`src/rtl/mts_pkg.sv`:
```
package mts_pkg;

   localparam int STACK_DEPTH_DEFAULT = 1024;
   localparam int VALUE_W             = 32;
   localparam int COUNT_W             = 11;

   localparam logic signed [VALUE_W-1:0] INT_MAX = 32'sh7fff_ffff;

   typedef enum logic {
      CMD_PUSH = 1'b0,
      CMD_POP  = 1'b1
   } command_type;

   typedef enum logic [1:0] {
      STATUS_OK    = 2'd0,
      STATUS_FULL  = 2'd1,
      STATUS_EMPTY = 2'd2
   } status_type;

   typedef struct packed {
      command_type                command;
      logic signed [VALUE_W-1:0]  value;
   } req_type;

   typedef struct packed {
      logic signed [VALUE_W-1:0]  top_value;
      logic signed [VALUE_W-1:0]  min_value;
      logic [COUNT_W-1:0]         entry_count;
      logic                       is_empty;
      status_type                 status;
   } rsp_type;

   // one stack level: stored value and running minimum at or below it
   typedef struct packed {
      logic signed [VALUE_W-1:0]  value;
      logic signed [VALUE_W-1:0]  min_val;
   } entry_type;

   typedef struct packed {
      logic push;
      logic pop;
   } shift_type;

endpackage

```
`src/rtl/mts_cell.sv`:
```
module mts_cell (
   input  logic                clock,
   input  mts_pkg::shift_type  shift,
   input  mts_pkg::entry_type  up_in,
   input  mts_pkg::entry_type  down_in,
   output mts_pkg::entry_type  entry
);

   mts_pkg::entry_type entry_ff;
   mts_pkg::entry_type entry_in;

   always_comb begin
      if (shift.push) begin
         entry_in = up_in;
      end else if (shift.pop) begin
         entry_in = down_in;
      end else begin
         entry_in = entry_ff;
      end
   end

   always_ff @(posedge clock) begin
      entry_ff <= entry_in;
   end

   assign entry = entry_ff;

endmodule

```
`config.mk`:
```
export PLATFORM = sky130hd
export DESIGN_NAME = mts_cell
export DESIGN_NICKNAME = d
export VERILOG_FILES = /design/src/rtl/mts_pkg.sv /design/src/rtl/mts_cell.sv
export SDC_FILE = /design/constraint.sdc
export NUM_CORES = 1
export LEC_CHECK = 0
export ABC_AREA = 1
export BUFFER_PORTS_ARGS = -buffer_cell sky130_fd_sc_hd__buf_2
export CAP_MARGIN = 15
export CORE_MARGIN = 1
export CORE_UTILIZATION = 42
export CTS_BUF_LIST = sky130_fd_sc_hd__clkbuf_8
export DETAILED_ROUTE_END_ITERATION = 10
export PLACE_DENSITY = 0.9
export SLEW_MARGIN = 25
export SYNTH_ARGS = -nofsm -noshare
export SYNTH_HDL_FRONTEND = slang
export SYNTH_SLANG_ARGS = --single-unit
```
`constraint.sdc`:
```
create_clock -name clock -period 2.25 [get_ports clock]
set_clock_uncertainty 0.2 [all_clocks]
set_input_delay 0.3375 -clock clock [delete_from_list [all_inputs] [get_ports clock]]
set_output_delay 0.3375 -clock clock [all_outputs]
set_load 0.005 [all_outputs]
```
# After elaboration in Yosys (flattened, before gate mapping)
# Index checks and enable logic that the tools add are counted.
# totals
ff_bits	64
word_cells	5
out_inout_bits	64
in_bits	131
# classes
reduce_logical	1
mux	2
# ops
cell	n
64-bit 2-to-1 mux	2
2-bit nonzero test	1

# Depth between registers and ports, before layout
# Gate-level depths: netlist of run 1.
# depth
ltp_word	2
mapped_depth	4
ltp_nobuf	3

# Worst setup path before layout of run 1
# No wires, ideal clock.
# synth_timing
kind	in2reg
startpoint	input shift[1] (netlist bit)
endpoint	register entry_ff (netlist bit entry[0]) (enable)
path_slack_ns	0.352
n_path_buf	1
required_ns	1.656
setup_time_ns	0.394
stages	2
arrival_time_ns	1.304
cell_sequence	buf_6 or2_2
# synth_via
elab_chain_cells	1
# synth_lines
element	line_no	source
start: declaration	mts_cell.sv:3	input mts_pkg::shift_type shift,
2-bit nonzero test (no line)	n/a	
end signal: assignment	mts_cell.sv:23	entry_ff <= entry_in;
end: declaration	mts_cell.sv:9	mts_pkg::entry_type entry_ff;
# No other way between the ends.
# A chain may end at the register's enable or synchronous reset.

==> results of run 1 <==
-- worst max-delay path, cell delays in order --
cell and delay (ns):
buf_2 0.12, clkinv_2 0.61, nand2_1 0.28, nand2_1 0.07
-- stage by stage --
step / instance area [um^2] / util / instances
floorplan: 2760 / - / 271
global placement: 3740 / 0.589 / 532
detailed placement: 3740 / 0.589 / 532
CTS: 3950 / 0.621 / 548
global route: 3950 / 0.622 / 548
finish: 3950 / 0.622 / 548
-- cells in the mapped netlist --
| cell type | number |
|---|---|
| nand2_1 | 192 |
| edfxtp_1 | 64 |
| buf_2 | 7 |
| buf_6 | 6 |
| inv_2 | 1 |
| or2_2 | 1 |
-- layout make-up --
type / count / area, um^2 / share of cell area
timing repair buffer: 197 / 993 / 0.252
multi-input combinational: 193 / 727 / 0.184
tap: 77 / 96.3 / 0.0244
sequential: 64 / 1920 / 0.487
clock buffer: 9 / 124 / 0.0314
inverter: 1 / 5.00 / 0.00127
clock inverter: 7 / 80.1 / 0.0203
-- kinds of logic (layout without fill, tap and decap cells) --
logic type / after synthesis / count (layout)
buffers and inverters: 14 / 214
DFF: 64 / 64
and+or+nand+nor: 193 / 193
-- final timing paths --
| path | endpoint | from | slack [ns] |
|---|---|---|---|
| max | entry[35] | shift[1] | 0.66 |
| min | entry[22] | down_in[22] | 0.08 |
-- metal layers --
| layer | up-vias | part of all wire | global-route usage | wire length [um] |
|---|---|---|---|---|
| met5 | - | 0 | 0 | 0 |
| met2 | 136 | 0.51 | 0.350 | 3410 |
| met1 | 1088 | 0.37 | 0.224 | 2480 |
| met3 | 25 | 0.081 | 0.0606 | 542 |
| met4 | 0 | 0.039 | 0.118 | 260 |
| li1 | 1256 | - | - | - |
-- power groups by stage --
stage                     logic [W]  registers [W]  clock network [W]
final                      0.000409        0.00150            0.00101
after global routing       0.000458        0.00151            0.00110
after CTS                  0.000414        0.00150            0.00104
after detailed placement   0.000413        0.00152                  0
after global placement     0.000400        0.00152                  0
after floorplan            0.000132        0.00154                  0
==> flow_summary.json, run 1 <==
{
  "outcome": "complete, no violations",
  "initial_core_util": 0.434,
  "switching_share": 0.220,
  "cts_buffer_depth": 2,
  "timing.hold.ws_ns": 0.0772,
  "nets": 597,
  "die_h_um": 83.0,
  "synth_top_family_by_area": "simple AND/OR/NAND/NOR gates",
  "synthMuxAreaShare": 0,
  "rsz0062_at_grt": "false",
  "num_vias": 2505,
  "numCtsBuffers": 9,
  "max_cap_violations": 0,
  "grt_pass1_wl_mm": 11.1,
  "p_per_area_nw_per_um2": 739,
  "ys_ff_latch": 64,
  "cts.repair.resized": 0,
  "setup_ws_ns": 0.662,
  "io_pins": 195,
  "drt_first_pass_iters": 4,
  "power.total_w": 0.00292,
  "cts.clk_slew.worst_paths_ns": 0.07,
  "setup_viol": 0,
  "fmax_mhz": 630,
  "yosysWarnings": 0,
  "cp-start-kind": "input port",
  "cp.required_ns": 2.12,
  "largest_reg_flops": 64,
  "hold_path_class": "input port to flop",
  "synthAdderAreaFrac": 0,
  "period_share": 0.706,
  "p_seq_frac": 0.513,
  "min_period_ns": 1.59,
  "cp.arrival_ns": 1.46,
  "place_congestion": 0.745,
  "dp_hpwl_mm": 4.87,
  "rows": 29,
  "ant_nets": 0,
  "htreeDepth": 3,
  "place_ws_ns": 0.449,
  "cts_tree": "done",
  "worstPathMaxFanout": 64,
  "die_w_um": 83.0,
  "comb_power_share": 0.140,
  "postCtsSetupRepairBufs": 0,
  "ys_seq_area_frac": 0.698,
  "antenna_found_initial": 0,
  "final_common_cell": "buf_2",
  "yosys-top-cells-area": "edfxtp_1, nand2_1, buf_6, buf_2, or2_2",
  "holdPathStages": 3,
  "drv_slew": 0,
  "via_per_inst": 4.57,
  "synth_top_area_cell": "edfxtp_1",
  "p_switching_w": 0.000643,
  "power_frac_clock": 0.347,
  "intPower_w": 0.00227,
  "syn_inst": 271,
  "grt_use_total": 0.204,
  "drt-initial-drc-count": 119,
  "diodes": 0,
  "leakagePower_nw": 2.13,
  "fill_cells": 531,
  "die_area_um2": 6890,
  "core_area_um2": 6350,
  "wirelength_mm": 6.69,
  "syn_area_per_cell_um2": 10.2,
  "synth-xor-area-share": 0,
  "drc": 0,
  "root_buffer": "clkbuf_8",
  "worstSetupEndpointType": "flop",
  "io_buffers": 194,
  "timing.setup.tns_ns": 0,
  "mostFrequentLayoutCells": "buf_2, nand2_1, edfxtp_1",
  "hold_violations": 0,
  "synth_top_area_frac": 0.698,
  "syn_area_um2": 2760,
  "synth_simple_gate_area_share": 0.264,
  "grt_overflow": 0,
  "grt_max_degree": 65,
  "cts_hold_buf": 0,
  "avgRoutedWirePerCell_um": 12.2,
  "grt_pass1_vias": 2516,
  "syn_to_final_growth_pct": 43.3,
  "tightest_slew_ns": 0.830,
  "synthesis.nets": 402,
  "cts_sinks": 64,
  "slew_headroom": 0.447,
  "synth_cell_types": 6,
  "synth_compound_area_frac": 0,
  "path_class": "input port to flop",
  "vdd_drop_max_mv": 0.529,
  "drive_gt1_frac": 0.448
}
Power figures use the tool's default switching activity.
==> inputs of run 2 (changes only) <==
--- a/config.mk
+++ b/config.mk
@@ -9,10 +9,10 @@
 export BUFFER_PORTS_ARGS = -buffer_cell sky130_fd_sc_hd__buf_2
 export CAP_MARGIN = 15
 export CORE_MARGIN = 1
-export CORE_UTILIZATION = 42
+export CORE_UTILIZATION = 38
 export CTS_BUF_LIST = sky130_fd_sc_hd__clkbuf_8
 export DETAILED_ROUTE_END_ITERATION = 10
-export PLACE_DENSITY = 0.9
+export PLACE_DENSITY = 0.86
 export SLEW_MARGIN = 25
 export SYNTH_ARGS = -nofsm -noshare
 export SYNTH_HDL_FRONTEND = slang
==> constraint.sdc (replaced) <==
create_clock -name clock -period 1.4 [get_ports clock]
set_clock_uncertainty 0.2 [all_clocks]
set_input_delay 0.21 -clock clock [delete_from_list [all_inputs] [get_ports clock]]
set_output_delay 0.21 -clock clock [all_outputs]
set_load 0.005 [all_outputs]
==> flow_summary.json, run 2 <==
{
  "outcome": "stopped before the end",
  "lastStage": "4_1_cts",
  "run.stop_error": "[ERROR RSZ-0060] Max buffer count reached.",
  "io_pins": 195,
  "die_w_um": 87.2,
  "syn_area_per_cell_um2": 10.2,
  "cts_hold_buf": 114,
  "syn_inst": 271,
  "synthesis.nets": 402,
  "cts.repair.resized": 0,
  "rows": 30,
  "cts_sinks": 64,
  "synth.most_common_cell": "nand2_1",
  "synth_top_area_cell": "edfxtp_1",
  "synth_compound_area_frac": 0,
  "yosysWarnings": 0,
  "numCtsBuffers": 9,
  "synth_simple_gate_area_share": 0.264,
  "synth_edf_count": 64,
  "io_buffers": 194,
  "yosys-top-cells-area": "edfxtp_1, nand2_1, buf_6, buf_2, or2_2",
  "ys_seq_area_frac": 0.698,
  "syn_area_um2": 2760,
  "synth_top_family_by_area": "simple AND/OR/NAND/NOR gates",
  "synth_top_area_frac": 0.698,
  "htreeDepth": 3,
  "async_flop_share": 0,
  "synth-xor-area-share": 0,
  "place_congestion": 0.787,
  "synth_common_cells": "nand2_1, edfxtp_1, buf_2",
  "synth-main-ff-cell": "edfxtp_1",
  "ys_ff_latch": 64,
  "root_buffer": "clkbuf_8",
  "initial_core_util": 0.399,
  "postCtsSetupRepairBufs": 0,
  "synthMuxAreaShare": 0,
  "cts_buffer_depth": 2,
  "synth_cell_types": 6,
  "dp_hpwl_mm": 5.11,
  "synthAdderAreaFrac": 0,
  "die_h_um": 87.2
}
[run 2: cell counts after synthesis]
No cell type changed its count.
[run 2: cell families after synthesis]
logic type / after synthesis
buffers and inverters: 14
DFF: 64
and+or+nand+nor: 193
[run 2: stage by stage]
stage	instance area [um^2]	std cells	utilization	setup WS (ns)	TNS, ns
floorplan	2770	271	-	-0.0298	-1.91
global placement	3820	553	0.553	0.141	0
detailed placement	3820	553	0.553	0.134	0
==> inputs of run 3 (changes only) <==
--- a/config.mk
+++ b/config.mk
@@ -9,10 +9,9 @@
 export BUFFER_PORTS_ARGS = -buffer_cell sky130_fd_sc_hd__buf_2
 export CAP_MARGIN = 15
 export CORE_MARGIN = 1
-export CORE_UTILIZATION = 38
-export CTS_BUF_LIST = sky130_fd_sc_hd__clkbuf_8
+export CORE_UTILIZATION = 30
 export DETAILED_ROUTE_END_ITERATION = 10
-export PLACE_DENSITY = 0.86
+export PLACE_DENSITY_LB_ADDON = 0.15
 export SLEW_MARGIN = 25
 export SYNTH_ARGS = -nofsm -noshare
 export SYNTH_HDL_FRONTEND = slang
==> constraint.sdc (replaced) <==
create_clock -name clock -period 1.82 [get_ports clock]
set_clock_uncertainty 0.2 [all_clocks]
set_input_delay 0.273 -clock clock [delete_from_list [all_inputs] [get_ports clock]]
set_output_delay 0.273 -clock clock [all_outputs]
set_load 0.005 [all_outputs]
==> flow_summary.json, run 3 (synthesis results as in run 1) <==
{
  "wirelength_mm": 7.64,
  "hold_violations": 0,
  "worstPathMaxFanout": 1,
  "tightest_slew_ns": 0.867,
  "stdcell_count": 652,
  "io_pins": 195,
  "die_h_um": 97.8,
  "post_dp_cell_area_um2": 3800,
  "grt_pass1_vias": 2793,
  "cts.repair.resized": 0,
  "antenna_found_initial": 0,
  "drt-initial-drc-count": 88,
  "vdd_drop_max_mv": 0.389,
  "violations": "DRC",
  "timing.setup.tns_ns": 0,
  "cts.clk_slew.worst_paths_ns": 0.07,
  "max_cap_violations": 0,
  "p_switching_w": 0.000828,
  "drv_slew": 0,
  "min_period_ns": 1.72,
  "drt_first_pass_iters": 7,
  "place_ws_ns": 0.0797,
  "drc": 22,
  "final_common_cell": "buf_2",
  "grt_use_total": 0.167,
  "ant_nets": 0,
  "grt_pass1_wl_mm": 12.4,
  "cp-start-kind": "input port",
  "fmax_mhz": 582,
  "cts_buffer_depth": 2,
  "setup_ws_ns": 0.101,
  "via_per_inst": 4.28,
  "dp_hpwl_mm": 4.96,
  "rows": 34,
  "num_vias": 2788,
  "place_congestion": 0.711,
  "drive_gt1_frac": 0.390,
  "intPower_w": 0.00281,
  "p_per_area_nw_per_um2": 774,
  "root_buffer": "clkbuf_8",
  "rsz0062_at_grt": "false",
  "cp.required_ns": 1.71,
  "leakagePower_nw": 2.43,
  "worstSetupEndpointType": "flop",
  "cts_tree": "done",
  "stdcell_area_um2": 4710,
  "p_seq_frac": 0.507,
  "slew_headroom": 0.422,
  "nets": 670,
  "diodes": 0,
  "cp.arrival_ns": 1.60,
  "syn_to_final_growth_pct": 70.8,
  "numCtsBuffers": 9,
  "grt_max_degree": 65,
  "switching_share": 0.228,
  "avgRoutedWirePerCell_um": 11.7,
  "cts_sinks": 64,
  "die_area_um2": 9570,
  "timing.hold.ws_ns": 0.0122,
  "hold_path_class": "input port to flop",
  "setup_viol": 0,
  "core_area_um2": 8810,
  "power_frac_clock": 0.312,
  "outcome": "finished with violations",
  "initial_core_util": 0.313,
  "postCtsSetupRepairBufs": 0,
  "htreeDepth": 3,
  "mostFrequentLayoutCells": "buf_2, nand2_1, dlygate4sd3_1",
  "io_buffers": 194,
  "path_class": "input port to flop",
  "period_share": 0.944,
  "cts_hold_buf": 73,
  "grt_overflow": 0,
  "dp_cells": 563,
  "largest_reg_flops": 64,
  "die_w_um": 97.8,
  "comb_power_share": 0.181
}
[run 3: metal layers]
layer	global-route usage	up-vias	routed length, um
met1	0.170	1266	2860
met4	0.0571	0	111
met2	0.311	113	4120
met5	0	-	0
met3	0.0616	7	549
li1	-	1402	-
[run 3: worst paths after layout]
path                   startpoint        end  slack (ns)  cells after the start
worst min-delay path  down_in[43]  entry[43]        0.01                      3
worst max-delay path  down_in[57]  entry[57]        0.10                      5
[run 3: power by group through the flow]
| stage | Sequential (W) | Clock, W | Combinational (W) |
|---|---|---|---|
| detailed placement | 0.00188 | 0 | 0.000523 |
| finish | 0.00185 | 0.00113 | 0.000659 |
| CTS | 0.00185 | 0.00118 | 0.000663 |
| global placement | 0.00187 | 0 | 0.000518 |
| global route | 0.00186 | 0.00124 | 0.000737 |
| floorplan | 0.00191 | 0 | 0.000164 |
[run 3: critical path, stage by stage]
cell and delay [ns]:
dlygate4sd3_1 0.55, buf_2 0.12, nand2_1 0.05, nand2_1 0.05, dlygate4sd3_1 0.56
[run 3: metrics by stage]
stage	util	power, W
after floorplan	-	0.00207
after detailed placement	0.431	0.00240
after global routing	0.535	0.00384
after CTS	0.535	0.00369
after global placement	0.431	0.00239
final	0.535	0.00364
[run 3: layout make-up]
cell class	count	area (um^2)
tap	108	135
multi-input combinational	193	729
clock buffer	12	135
sequential	64	1920
timing repair buffer	270	1740
inverter	1	3.75
clock inverter	4	45.0
fill	854	4100
==> inputs of run 4 (changes only) <==
--- a/config.mk
+++ b/config.mk
@@ -11,7 +11,7 @@
 export CORE_MARGIN = 1
 export CORE_UTILIZATION = 30
 export DETAILED_ROUTE_END_ITERATION = 10
-export PLACE_DENSITY_LB_ADDON = 0.15
+export PLACE_DENSITY = 0.67
 export SLEW_MARGIN = 25
 export SYNTH_ARGS = -nofsm -noshare
 export SYNTH_HDL_FRONTEND = slang
==> flow_summary.json, run 4 (synthesis results as in run 1) <==
{
  "crit_top_cell": "nand2_1",
  "cts_sinks": 64,
  "postCtsSetupRepairBufs": 0,
  "min_period_ns": 1.52,
  "drt_first_pass_iters": 7,
  "initial_core_util": 0.313,
  "antenna_found_initial": 0,
  "slew_headroom": 0.423,
  "grt_use_total": 0.166,
  "largest_reg_flops": 64,
  "mostFrequentLayoutCells": "buf_2, nand2_1, edfxtp_1",
  "cp.arrival_ns": 1.39,
  "path_class": "input port to flop",
  "period_share": 0.835,
  "die_area_um2": 9570,
  "setup_ws_ns": 0.300,
  "worstPathMaxFanout": 64,
  "drc": 23,
  "hold_violations": 0,
  "worstSetupEndpointType": "flop",
  "die_h_um": 97.8,
  "crit_family": "buffers and inverters",
  "timing.setup.tns_ns": 0,
  "p_per_area_nw_per_um2": 758,
  "place_congestion": 0.795,
  "place_ws_ns": 0.0697,
  "via_per_inst": 4.33,
  "cts.repair.resized": 0,
  "avgRoutedWirePerCell_um": 12.4,
  "critical_path_buf_inv_count": 2,
  "slowest_stage": "clkinv_2",
  "io_pins": 195,
  "drv_slew": 0,
  "diodes": 0,
  "cts.clk_slew.worst_paths_ns": 0.07,
  "grt_overflow": 0,
  "grt_max_degree": 65,
  "die_w_um": 97.8,
  "nets": 658,
  "syn_to_final_growth_pct": 65.2,
  "io_buffers": 194,
  "cts_hold_buf": 62,
  "rows": 34,
  "drive_gt1_frac": 0.397,
  "rsz0062_at_grt": "false",
  "cts_tree": "done",
  "drt-initial-drc-count": 84,
  "htreeDepth": 3,
  "ant_nets": 0,
  "stdcell_count": 639,
  "tightest_slew_ns": 0.866,
  "root_buffer": "clkbuf_8",
  "final_common_cell": "buf_2",
  "num_vias": 2769,
  "cts_buffer_depth": 2,
  "crit_chain": "buf_2, clkinv_2, nand2_1, nand2_1",
  "fmax_mhz": 658,
  "cp-start-kind": "input port",
  "wirelength_mm": 7.91,
  "outcome": "finished with violations",
  "hold_path_class": "input port to flop",
  "numCtsBuffers": 9,
  "grt_pass1_vias": 2840,
  "setup_viol": 0,
  "max_cap_violations": 0,
  "dp_hpwl_mm": 4.96,
  "cp.required_ns": 1.69,
  "leakagePower_nw": 2.35,
  "slowest_delay_ns": 0.65,
  "vdd_drop_max_mv": 0.305,
  "dp_cells": 562,
  "grt_pass1_wl_mm": 12.3,
  "violations": "DRC",
  "core_area_um2": 8810
}
## run 4: cell types whose count changed in the layout (fill, tap and decap cells not counted), sizes merged
cell,delta
clkinv,+1
inv,-1
bufinv,-1
clkinvlp,+1
buf,-1
dlygate4sd3,-11
clkbuf,-1
## run 4: path summary, 6_finish.rpt
path       start   endpoint  slack [ns]  cells after the start
min   down_in[1]   entry[1]        0.02                      3
max     shift[1]  entry[15]        0.30                      4
## run 4: power by group
group / total [W] / internal [W] / switching [W]
registers: 0.00185 / 0.00181 / 0.0000388
logic: 0.000616 / 0.000338 / 0.000278
clock network: 0.000985 / 0.000480 / 0.000505
## run 4: stage by stage
| step | hold slack [ns] | utilization | power (W) | instance area [um^2] |
|---|---|---|---|---|
| 5_1_grt | 0.00514 | 0.517 | 0.00363 | 4550 |
| 4_1_cts | 0.000312 | 0.517 | 0.00350 | 4550 |
| 3_5_place_dp | 0.341 | 0.429 | 0.00239 | 3780 |
| 3_3_place_gp | 0.339 | 0.429 | 0.00238 | 3780 |
| 2_1_floorplan | 0.252 | - | 0.00207 | 2760 |
| 6_report | 0.0186 | 0.517 | 0.00345 | 4550 |
## run 4: cell type report
cell class / instances / area [um^2]
clock inverters: 4 / 22.5
clock buffers: 11 / 131
multi-input cells: 193 / 729
repair buffers: 258 / 1610
flip-flops and latches: 64 / 1920
fillers: 813 / 4250
inverters: 1 / 5.00
well taps: 108 / 135
## run 4: per-layer routing
| metal | part of all wire | global-route usage |
|---|---|---|
| met1 | 0.36 | 0.153 |
| met3 | 0.069 | 0.0451 |
| met2 | 0.54 | 0.320 |
| met5 | 0 | 0 |
| met4 | 0.037 | 0.105 |
